==> config.mk <==
export PLATFORM = sky130hd
export DESIGN_NAME = message_checksum_check_unit
export DESIGN_NICKNAME = d
export VERILOG_FILES = /design/src/rtl/mcc_pkg.sv /design/src/rtl/mcc_delay_line.sv /design/src/rtl/message_checksum_check_unit.sv
export SDC_FILE = /design/constraint.sdc
export NUM_CORES = 1
export LEC_CHECK = 0
export ABC_AREA = 0
export BUFFER_PORTS_ARGS = -buffer_cell sky130_fd_sc_hd__buf_2
export CAP_MARGIN = 15
export CELL_PAD_IN_SITES_DETAIL_PLACEMENT = 1
export CELL_PAD_IN_SITES_GLOBAL_PLACEMENT = 2
export CORE_UTILIZATION = 44
export DETAILED_ROUTE_END_ITERATION = 7
export GPL_TIMING_DRIVEN = 0
export MAX_ROUTING_LAYER = met4
export PLACE_DENSITY = 0.8
export SYNTH_ARGS = -nofsm -noshare
export SYNTH_HDL_FRONTEND = slang
export SYNTH_SLANG_ARGS = --single-unit
==> constraint.sdc <==
create_clock -name i_clk -period 8.6 [get_ports i_clk]
set_input_delay 0.43 -clock i_clk [delete_from_list [all_inputs] [get_ports i_clk]]
set_output_delay 0.43 -clock i_clk [all_outputs]
set_load 0.01 [all_outputs]
==> src/rtl/mcc_pkg.sv <==
`timescale 1ns / 1ps

package mcc_pkg;

    // Longest suffix the delay line can hold behind the checksum field.
    localparam int MAX_SUFFIX  = 15;
    // Delay line depth: the suffix plus a two-byte CRC field.
    localparam int LINE_DEPTH  = MAX_SUFFIX + 2;
    localparam int LINE_IDX_W  = $clog2(LINE_DEPTH);

    localparam int BYTE_W      = 8;
    localparam int SUM_W       = 16;
    localparam int COUNT_W     = 16;
    localparam int LEN_W       = 4;
    localparam int CFG_IDX_W   = 2;
    localparam int OUT_DATA_W  = 40;

    localparam logic [SUM_W-1:0]   CRC_INIT  = 16'hFFFF;
    localparam logic [SUM_W-1:0]   CRC_POLY  = 16'hA001;
    localparam logic [SUM_W-1:0]   CRC_LSB   = 16'h0001;
    localparam logic [COUNT_W-1:0] COUNT_MAX = 16'hFFFF;

    // Checksum kinds, as written to the method register.
    localparam logic METHOD_LRC = 1'b0;
    localparam logic METHOD_CRC = 1'b1;

    // Configuration register indexes.
    localparam logic [CFG_IDX_W-1:0] CFG_METHOD = 2'd0;
    localparam logic [CFG_IDX_W-1:0] CFG_PREFIX = 2'd1;
    localparam logic [CFG_IDX_W-1:0] CFG_SUFFIX = 2'd2;

    // Control from the checksum datapath to the delay line.
    typedef struct packed {
        logic                  shift;
        logic [BYTE_W-1:0]     data;
        logic [LINE_IDX_W-1:0] tap;
        logic [LEN_W-1:0]      sfx;
    } t_line_ctl;

    // Taps returned by the delay line.
    typedef struct packed {
        logic [BYTE_W-1:0] tap_byte;
        logic [BYTE_W-1:0] recv_hi;
        logic [BYTE_W-1:0] recv_lo;
    } t_line_taps;

    // Reflected CRC-16 update by one byte, unrolled over its eight bits.
    function automatic logic [SUM_W-1:0] crc16_byte(input logic [SUM_W-1:0] crc,
                                                    input logic [BYTE_W-1:0] b);
        logic [SUM_W-1:0] c;
        c = crc ^ {{(SUM_W-BYTE_W){1'b0}}, b};
        for (int i = 0; i < BYTE_W; i++) begin
            if ((c & CRC_LSB) != '0) begin
                c = (c >> 1) ^ CRC_POLY;
            end else begin
                c = c >> 1;
            end
        end
        return c;
    endfunction

endpackage

==> src/rtl/mcc_delay_line.sv <==
`timescale 1ns / 1ps

module mcc_delay_line (
    input  logic                 i_clk,
    input  mcc_pkg::t_line_ctl   i_ctl,
    output mcc_pkg::t_line_taps  o_taps
);

    // Newest byte in entry 0. Every entry that is read has been written since
    // the message began, so the line needs no reset or clearing.
    logic [mcc_pkg::BYTE_W-1:0] r_line [mcc_pkg::LINE_DEPTH];

    always_ff @(posedge i_clk) begin
        if (i_ctl.shift) begin
            r_line[0] <= i_ctl.data;
            for (int k = 1; k < mcc_pkg::LINE_DEPTH; k++) begin
                r_line[k] <= r_line[k-1];
            end
        end
    end

    logic [mcc_pkg::LINE_IDX_W-1:0] sfx_idx;

    always_comb begin
        sfx_idx         = mcc_pkg::LINE_IDX_W'(i_ctl.sfx);
        o_taps.tap_byte = r_line[i_ctl.tap];
        // The received field as it sits after this word's shift.
        o_taps.recv_hi  = r_line[sfx_idx];
        if (i_ctl.sfx == '0) begin
            o_taps.recv_lo = i_ctl.data;
        end else begin
            o_taps.recv_lo = r_line[sfx_idx - mcc_pkg::LINE_IDX_W'(1)];
        end
    end

endmodule

==> src/rtl/message_checksum_check_unit.sv <==
`timescale 1ns / 1ps
// Path: a final input word passes the input register, then lands in the result
// register; a stalled result can hold it in the input register.
// Throughput: one input word per cycle, set by the combinational CRC byte update
// and the delay-line shift. Only a stalled result slows the input.
// Reset (synchronous, active low) sets method to CRC-16, prefix and suffix to
// zero, and empties the pipeline and the message state.

module message_checksum_check_unit (
    input  logic                              i_clk,
    input  logic                              i_rst_n,
    // Input stream.
    input  logic                              i_s_tvalid,
    output logic                              o_s_tready,
    input  logic [7:0]                        i_s_tdata,   // [7:0] data_byte
    input  logic                              i_s_tlast,   // last_byte
    // Result stream.
    output logic                              o_m_tvalid,
    input  logic                              i_m_tready,
    // [15:0] computed_sum, [31:16] received_sum, [32] sums_match,
    // [33] too_short, [39:34] zero
    output logic [mcc_pkg::OUT_DATA_W-1:0]    o_m_tdata,
    // Configuration write port.
    input  logic                              i_cfg_we,
    input  logic [mcc_pkg::CFG_IDX_W-1:0]     i_cfg_index,
    input  logic [mcc_pkg::LEN_W-1:0]         i_cfg_wdata
);

    // ------------------------------------------------------------------
    // Configuration registers.
    // ------------------------------------------------------------------
    logic                       r_method;
    logic [mcc_pkg::LEN_W-1:0]  r_prefix;
    logic [mcc_pkg::LEN_W-1:0]  r_suffix;

    always_ff @(posedge i_clk) begin
        if (!i_rst_n) begin
            r_method <= mcc_pkg::METHOD_CRC;
            r_prefix <= '0;
            r_suffix <= '0;
        end else if (i_cfg_we) begin
            case (i_cfg_index)
                mcc_pkg::CFG_METHOD: r_method <= i_cfg_wdata[0];
                mcc_pkg::CFG_PREFIX: r_prefix <= i_cfg_wdata;
                mcc_pkg::CFG_SUFFIX: r_suffix <= i_cfg_wdata;
                default: ;
            endcase
        end
    end

    // ------------------------------------------------------------------
    // Input register. A word that is not final never produces a result, so
    // it always moves on; a final word waits only for a free result slot.
    // ------------------------------------------------------------------
    logic                       r_in_valid;
    logic [mcc_pkg::BYTE_W-1:0] r_in_data;
    logic                       r_in_last;
    logic                       r_out_valid;
    logic                       advance;
    logic                       fire;

    assign advance    = !r_in_last || !r_out_valid || i_m_tready;
    assign fire       = r_in_valid && advance;
    assign o_s_tready = !r_in_valid || advance;

    always_ff @(posedge i_clk) begin
        if (!i_rst_n) begin
            r_in_valid <= 1'b0;
        end else if (o_s_tready) begin
            r_in_valid <= i_s_tvalid;
        end
    end

    always_ff @(posedge i_clk) begin
        if (o_s_tready) begin
            r_in_data <= i_s_tdata;
            r_in_last <= i_s_tlast;
        end
    end

    // ------------------------------------------------------------------
    // Message state: both accumulators always run; the method in force at
    // the final word picks which one is reported.
    // ------------------------------------------------------------------
    logic [mcc_pkg::SUM_W-1:0]   r_crc;
    logic [mcc_pkg::BYTE_W-1:0]  r_lrc;
    logic [mcc_pkg::COUNT_W-1:0] r_count;
    logic [mcc_pkg::SUM_W-1:0]   n_crc;
    logic [mcc_pkg::BYTE_W-1:0]  n_lrc;
    logic [mcc_pkg::COUNT_W-1:0] n_count;

    logic [mcc_pkg::LEN_W-1:0]      sfx;
    logic [mcc_pkg::LINE_IDX_W-1:0] delay;
    logic [mcc_pkg::COUNT_W:0]      past_delay;
    logic                           do_absorb;
    logic [mcc_pkg::COUNT_W-1:0]    total;
    logic [mcc_pkg::LINE_IDX_W:0]   min_len;
    logic                           short_msg;

    mcc_pkg::t_line_ctl  line_ctl;
    mcc_pkg::t_line_taps line_taps;

    mcc_delay_line u_line (
        .i_clk  (i_clk),
        .i_ctl  (line_ctl),
        .o_taps (line_taps)
    );

    always_comb begin
        // Suffix saturates at the line's capacity.
        if (32'(r_suffix) > 32'(mcc_pkg::MAX_SUFFIX)) begin
            sfx = mcc_pkg::LEN_W'(mcc_pkg::MAX_SUFFIX);
        end else begin
            sfx = r_suffix;
        end
        // Delay covers the suffix plus the one- or two-byte checksum field.
        delay = mcc_pkg::LINE_IDX_W'(sfx) +
                ((r_method == mcc_pkg::METHOD_CRC) ? mcc_pkg::LINE_IDX_W'(2)
                                                   : mcc_pkg::LINE_IDX_W'(1));

        line_ctl.shift = fire;
        line_ctl.data  = r_in_data;
        line_ctl.tap   = delay - mcc_pkg::LINE_IDX_W'(1);
        line_ctl.sfx   = sfx;

        // The byte leaving the delay line is covered once it is past the prefix.
        past_delay = {1'b0, r_count} - (mcc_pkg::COUNT_W+1)'(delay);
        do_absorb  = !past_delay[mcc_pkg::COUNT_W] &&
                     (past_delay[mcc_pkg::COUNT_W-1:0] >=
                      mcc_pkg::COUNT_W'(r_prefix));

        if (do_absorb) begin
            n_crc = mcc_pkg::crc16_byte(r_crc, line_taps.tap_byte);
            n_lrc = r_lrc + line_taps.tap_byte;
        end else begin
            n_crc = r_crc;
            n_lrc = r_lrc;
        end

        if (r_count != mcc_pkg::COUNT_MAX) begin
            total = r_count + mcc_pkg::COUNT_W'(1);
        end else begin
            total = r_count;
        end

        min_len   = (mcc_pkg::LINE_IDX_W+1)'(r_prefix) +
                    (mcc_pkg::LINE_IDX_W+1)'(delay);
        short_msg = total < mcc_pkg::COUNT_W'(min_len);

        // A final word starts the next message from the reset values.
        if (r_in_last) begin
            n_count = '0;
        end else begin
            n_count = total;
        end
    end

    always_ff @(posedge i_clk) begin
        if (!i_rst_n) begin
            r_crc   <= mcc_pkg::CRC_INIT;
            r_lrc   <= '0;
            r_count <= '0;
        end else if (fire) begin
            r_crc   <= r_in_last ? mcc_pkg::CRC_INIT : n_crc;
            r_lrc   <= r_in_last ? '0 : n_lrc;
            r_count <= n_count;
        end
    end

    // ------------------------------------------------------------------
    // Result register.
    // ------------------------------------------------------------------
    logic [mcc_pkg::SUM_W-1:0] comp_sum;
    logic [mcc_pkg::SUM_W-1:0] recv_sum;
    logic [mcc_pkg::SUM_W-1:0] r_comp;
    logic [mcc_pkg::SUM_W-1:0] r_recv;
    logic                      r_match;
    logic                      r_short;

    always_comb begin
        if (r_method == mcc_pkg::METHOD_CRC) begin
            // The CRC goes out byte-swapped; the field arrives high byte first.
            comp_sum = {n_crc[7:0], n_crc[15:8]};
            recv_sum = {line_taps.recv_hi, line_taps.recv_lo};
        end else begin
            comp_sum = {8'h00, 8'h00 - n_lrc};
            recv_sum = {8'h00, line_taps.recv_lo};
        end
    end

    always_ff @(posedge i_clk) begin
        if (!i_rst_n) begin
            r_out_valid <= 1'b0;
        end else if (fire && r_in_last) begin
            r_out_valid <= 1'b1;
        end else if (i_m_tready) begin
            r_out_valid <= 1'b0;
        end
    end

    always_ff @(posedge i_clk) begin
        if (fire && r_in_last) begin
            if (short_msg) begin
                r_comp  <= '0;
                r_recv  <= '0;
                r_match <= 1'b0;
                r_short <= 1'b1;
            end else begin
                r_comp  <= comp_sum;
                r_recv  <= recv_sum;
                r_match <= comp_sum == recv_sum;
                r_short <= 1'b0;
            end
        end
    end

    assign o_m_tvalid = r_out_valid;
    assign o_m_tdata  = {6'b0, r_short, r_match, r_recv, r_comp};

    // ------------------------------------------------------------------
    // Assertions.
    // ------------------------------------------------------------------
    a_short_zero: assert property (@(posedge i_clk) disable iff (!i_rst_n)
        r_out_valid && r_short |-> r_comp == '0 && r_recv == '0 && !r_match)
        else $error("too-short result carries nonzero sums");

    a_match_eq: assert property (@(posedge i_clk) disable iff (!i_rst_n)
        r_out_valid && !r_short |-> r_match == (r_comp == r_recv))
        else $error("match flag disagrees with the sums");

    a_msg_restart: assert property (@(posedge i_clk) disable iff (!i_rst_n)
        fire && r_in_last |=> r_count == '0 && r_crc == mcc_pkg::CRC_INIT
                              && r_lrc == '0)
        else $error("message state not restarted after a final word");

    a_result_slot: assert property (@(posedge i_clk) disable iff (!i_rst_n)
        r_out_valid && !i_m_tready && r_in_valid && r_in_last |-> !fire)
        else $error("final word advanced into an occupied result slot");

endmodule

* Word level (Yosys, flattened, before mapping) *
Memories as Yosys holds them, arrays and structs flattened. A register that Yosys moved wholly into a read port is not among the register bits.
Index checks and enable logic that the tools add are counted.
W data, S select, Z words.

cells by class
  order comparisons = 2
  bitwise gates (word level) = 9
  equality and inequality tests = 4
  add/sub/neg operators = 8
  multiplexer cells = 32
  reductions and logical operators = 16

operators by type and width
  cell                     count
  $mux W16                 21
  $mux W8                  3
  $not A2 Y3               8
  $sub A16 B5 Y17          1
  $add A16 B1 Y16 const B  1
  $eq A16 B16 Y1           1
  $ge A16 B4 Y1            1
  $lt A16 B6 Y1            1
  $ne A16 B16 Y1 const B   1
  $xor A16 B8 Y16          1
  $mux W5                  2
  $add A8 B8 Y8            1
  $sub A1 B8 Y8 const A    1
  $add A4 B5 Y6            1
  $reduce_and A2 Y1        3
  $add A4 B2 Y5            1
  $mux W1                  5
  $sub A4 B1 Y5 const B    1
  $sub A5 B1 Y5 const B    1
  $logic_not A1 Y1         4
  $logic_not A4 Y1         1
  $logic_and A1 B1 Y1      3
  $logic_or A1 B1 Y1       3
  $eq A2 B1 Y1 const B     1
  other kinds (4)          4

word-level totals
  memories kept = 1
  bits of input ports = 20
  output and inout port bits = 42
  logic and storage cells = 86
  flip-flop bits (word level) = 94
  RAM bits = 136

memory list
  name           depth  bits a word  read ports  clocked after Yosys merged registers in  wr ports  RTL line              RTL
  u_line.r_line  17     8            19          1                                        17        mcc_delay_line.sv:11  logic [mcc_pkg::BYTE_W-1:0] r_line [mcc_pkg::LINE_DEPTH];

* Longest topological paths before layout *
An unclocked memory read counts as a cell.

  word-level depth = 31
  depth in mapped cells = 29

* By module *
From an unflattened synthesis, not the netlist that was laid out.

second synthesis, totals
  cells, all modules = 1135
  area total of the unflattened synthesis = 13893.3 µm²

by module, submodules not included
  module                       times used  area an instance (µm²)  cells an instance
  mcc_delay_line               1           7532.2                  433
  message_checksum_check_unit  1           6361.1                  702

* Worst setup path before layout *
Ideal clock, no wire load.

  path type = reg2reg
  start = register r_method
  end = register r_match, data pin
  path slack = 1827 ps
  stages on the path, launching flop included = 30
  arrival = 6597 ps
  required time = 8424 ps
  cells stage by stage = dfxtp_1 > clkinv_1 > ha_1 > fa_1 > inv_1 > ha_1 > nor2b_1 > o31ai_1 > nand2_1 > xor2_1 > ha_1 > or4_1 > a21o_1 > or4_4 > o31ai_4 > buf_4 > buf_2 > buf_1 > nor2_1 > a21oi_1 > ha_1 > nor3b_1 > xnor2_1 > nor2_1 > a21oi_1 > xnor2_1 > nor2_1 > o22ai_1 > or4_1 > nor4_1

between the ends
  longest elaborated chain between the ends = 25

ends and longest elaborated chain
  what                                                     RTL line                                           RTL
  start, declared                                          message_checksum_check_unit.sv:32                  logic r_method;
  start signal, assigned                                   message_checksum_check_unit.sv:38                  r_method <= mcc_pkg::METHOD_CRC;
  start signal, assigned                                   message_checksum_check_unit.sv:43                  mcc_pkg::CFG_METHOD: r_method <= i_cfg_wdata[0];
  $mux W2                                                  message_checksum_check_unit.sv:118                 ((r_method == mcc_pkg::METHOD_CRC) ? mcc_pkg::LINE_IDX_W'(2)
  $add A4 B2 Y5                                            message_checksum_check_unit.sv:117                 delay = mcc_pkg::LINE_IDX_W'(sfx) +
  $sub A5 B1 Y5                                            message_checksum_check_unit.sv:123                 line_ctl.tap = delay - mcc_pkg::LINE_IDX_W'(1);
  $mem_v2 Z17 W8                                           -
  $xor A16 B8 Y16                                          mcc_pkg.sv:51                                      c = crc ^ {{(SUM_W-BYTE_W){1'b0}}, b};
  $not A2 Y3 (no source line) or $mux W16 (tied branches)  -
  $mux W16 (on tied branches)                              mcc_pkg.sv:53, message_checksum_check_unit.sv:132
  $mux W16, or another cell as far along                   message_checksum_check_unit.sv:132                 if (do_absorb) begin
  (+9 left out)                                            -
  $mux W16 (on tied branches)                              mcc_pkg.sv:53, message_checksum_check_unit.sv:132
  $mux W16, or another cell as far along                   message_checksum_check_unit.sv:132
  $mux W16 (on tied branches)                              mcc_pkg.sv:53, message_checksum_check_unit.sv:132
  $mux W16 or $not A2 Y3 (tied branches)                   -
  $mux W16                                                 mcc_pkg.sv:53                                      if ((c & CRC_LSB) != '0) begin
  $mux W16                                                 message_checksum_check_unit.sv:132
  $mux W16                                                 message_checksum_check_unit.sv:181                 if (r_method == mcc_pkg::METHOD_CRC) begin
  $eq A16 B16 Y1                                           message_checksum_check_unit.sv:211                 r_match <= comp_sum == recv_sum;
  end signal, assigned                                     message_checksum_check_unit.sv:211
  end, declared                                            message_checksum_check_unit.sv:177                 logic r_match;

Several ways; a longest one is shown, not always the timed one. The select of a mux whose other input is x is not followed.
A chain may end at the register's enable or synchronous reset.

* Worst setup path in the final report *
Same ends and word-level chain as after synthesis.

==> run metrics <==
sequential share of the synthesized area=~47%; latest clock arrival within the worst-skew pair=0.55 ns; routed vias=9419; EDFF count, synth=179; NumNets Final=between 1000 and 1500; worst hold path class=input port to register; Worst IR Drop VDD=0.181 mV; Slew Viols, Final=0; reg2reg setup slack=approximately 0.49 ns; library cells used by synthesis=75; largest area contributor in the netlist=edfxtp_1; crit path launch=r_method; RSZ-0062 raised after global routing=no; Slew Limit Headroom=28.9%; Period Utilization, post-route=a little over nine tenths; Longest Clk Path Bufs=3; Congestion Overflow GR=0; WP data required=between 8 and 9 ns; Reg-to-Reg End=r_match; Sink Count=234; CORE AREA=about 0.031 sq mm; Util after Layout=~50%; outcome=complete, no violations; Setup WS pre-CTS=around 0.03 ns; final worst path period need=8.11 ns; GR Util All Layers=roughly 26%; first-pass GRT wire length=about 60000 um; Setup Viol. Count Final=0; Synth-to-Final Area Change=13.6%; FF-to-FF path depth=29; ys async rst share=0%; crit path capture type=register; Routability Congestion=between 0.8 and 0.9; final WL=a little under 40000 um; worst-margin pin slew=approximately 1.1 ns; Yosys warning count=0; Worst Path Arrival=8.48 ns; post-route ant nets=0; cts bufs inserted=28; layout cells sized above 1=between 20% and 30%; Initial Util=44.8%; CP peak stage delay=0.65 ns; Final Hold Viols=0; most frequent CP cell=ha_1; Crit Path Max Fanout=10; Yosys top cell area share=39.1%; top cells by area, synth=edfxtp_1 39%, mux4_2 18%, dfxtp_1 8.0%; DR pass1 iterations=5; die height=between 150 and 200 um; pwr/cell area=210 mW/mm^2; Post-CTS Setup Inserts=0; PnR worst setup slack=around 0.49 ns; htree depth=1; Die ar.=about 0.032 sq mm; antenna violations before repair=0; cell count after synthesis=1061; ANT cells=0; Mean Syn Cell Area=12.9 sq um; vias in the first global route=between 9000 and 10000; Die Wd=approximately 180 um; vias per cell=5.98; worst reg2reg startpoint=r_method; Clock Tree Root=clkbuf_16; Worst Path Class, Setup=register to register; crit path to=r_match; maxcap violations=0; Max Freq=123 MHz; Leakage=about 5.7 nW; FP Rows=between 60 and 70; pin count of the biggest net entering global routing=a little over 60; startpoint types=register; # port buffers=55; Synth Register Bits=approximately 230; drt drc=0; # IOs=62; Post-synth top flop=edfxtp_1; Mapped Area=0.0137 sq mm; CTS tree=yes; Worst path slowest cell=fa_1; clock skew=approximately 0.012 ns; initial DRC count=around 660; Worst-path clk slew=approximately 0.06 ns; WL per Instance=roughly 24 um; dpl hpwl=28000 um
==> logic make-up (layout without fill, tap and decap cells) <==
family / count (synthesis) / in the layout / share of synthesized area [%]
AND/OR/NAND/NOR: 273 / 273 / 10.0
flip-flops: 234 / 234 / 47.1
AO/OA/AOI/OAI: 176 / 176 / 8.53
multiplexers: 167 / 167 / 22.4
buffers and inverters: 107 / 219 / 3.36
XOR/XNOR: 68 / 68 / 5.08
adder cells (fa/ha/maj): 35 / 35 / 3.41
other: 1 / 6 / 0.0273
==> synthesized netlist by cell type, types with 10 or more instances <==
cell and count:
xnor2_1 35, a21o_1 10, edfxtp_1 179, nor2_1 67, mux4_2 112, dfxtp_1 55
o211ai_1 15, inv_1 34, nand3_1 12, nand2_1 82, clkbuf_1 42, nor2b_1 37
xor2_1 25, a22oi_1 13, mux2i_1 47, buf_4 11, ha_1 31, o21ai_0 31
nand2b_1 15, a21oi_1 48
==> cells in the final DEF (no fill, tap or decap), types with 9 or more instances in the layout <==
cell type | netlist | routed
inv_1 | 34 | 34
clkbuf_1 | 42 | 44
a31oi_1 | 9 | 9
nand2b_1 | 15 | 15
buf_4 | 11 | 12
mux2i_1 | 47 | 47
ha_1 | 31 | 31
clkbuf_16 | 0 | 28
o21ai_0 | 31 | 31
nand2_1 | 82 | 82
a22oi_1 | 13 | 13
buf_2 | 9 | 64
mux4_2 | 112 | 112
xor2_1 | 25 | 25
nand3_1 | 12 | 12
dfxtp_1 | 55 | 55
a21oi_1 | 48 | 48
nor2_1 | 67 | 66
a21o_1 | 10 | 10
xnor2_1 | 35 | 33
o211ai_1 | 15 | 15
nor2b_1 | 37 | 37
edfxtp_1 | 179 | 179
==> sequential cells by signal (all words and copies together) (netlist names), 8 cells and up, named ones only <==
register	flops
r_recv	16
r_crc	16
r_lrc	8
r_comp	16
u_line.r_line	136
r_in_data	8
r_count	16
==> layer usage <==
layer  vias up  share of wire [%]  global-route usage [%]
met4         0                2.4                    6.64
met3        65                5.9                    3.86
li1       4262                  -                       -
met1      4801                 44                    34.5
met5         -                  0                       -
met2       291                 48                    41.4
==> through the flow <==
stage	cells	instance area [sq um]	power, mW	hold WS, ns	setup TNS, ns
after floorplan	1066	13800	1.85	0.426	0
after global placement	1517	14500	2.04	0.445	-1.32
after detailed placement	1522	14600	2.05	0.479	0
after CTS	1574	15600	3.29	0.0280	0
after global routing	1574	15600	3.40	0.0322	0
final	1574	15600	3.27	0.0514	0
==> how the worst min path moves through the flow <==
stage                      start  cells past startpoint                   to  slack, ns
floorplan           r_in_data[0]                      0  u_line.r_line[0][0]       0.43
global placement    r_in_data[1]                      0  u_line.r_line[0][1]       0.45
detailed placement     r_crc[12]                      2            r_crc[12]       0.48
CTS                 i_s_tdata[4]                      1         r_in_data[4]       0.03
global route        i_s_tdata[2]                      1         r_in_data[2]       0.03
finish              i_s_tdata[2]                      1         r_in_data[2]       0.05
==> report_power, final <==
part	internal, mW	switching, mW
Combinational	0.321	0.405
Clock	0.746	0.492
Sequential	1.27	0.0371
Total	2.34	0.934
==> critical path: cells and delay by family (launching register included) <==
kind | cells | cell delay, ns
xor+xnor | 3 | 0.46
simple gates | 10 | 2.50
compound gates | 6 | 1.37
buf+inv | 5 | 1.31
flops | 1 | 0.57
fa+ha+maj | 5 | 1.71
==> area by class of cell <==
cell class                 instances  area, sq um
timing repair buffer              60          362
buffer                            70          328
sequential                       234         6480
fill                            3133        15100
clock buffer                      31          712
tap                              396          495
multi-input combinational        725         6850
inverter                          37          140
clock inverter                    21          241
==> timing repair <==
| item | CTS | global route |
|---|---|---|
| gates cloned | 0 | 0 |
| endpoints found under the setup margin | 1 | 1 |
| resized for setup | 1 | 2 |
| hold buffers | 0 | 0 |
No activity file was read; power rests on OpenSTA's default activity.
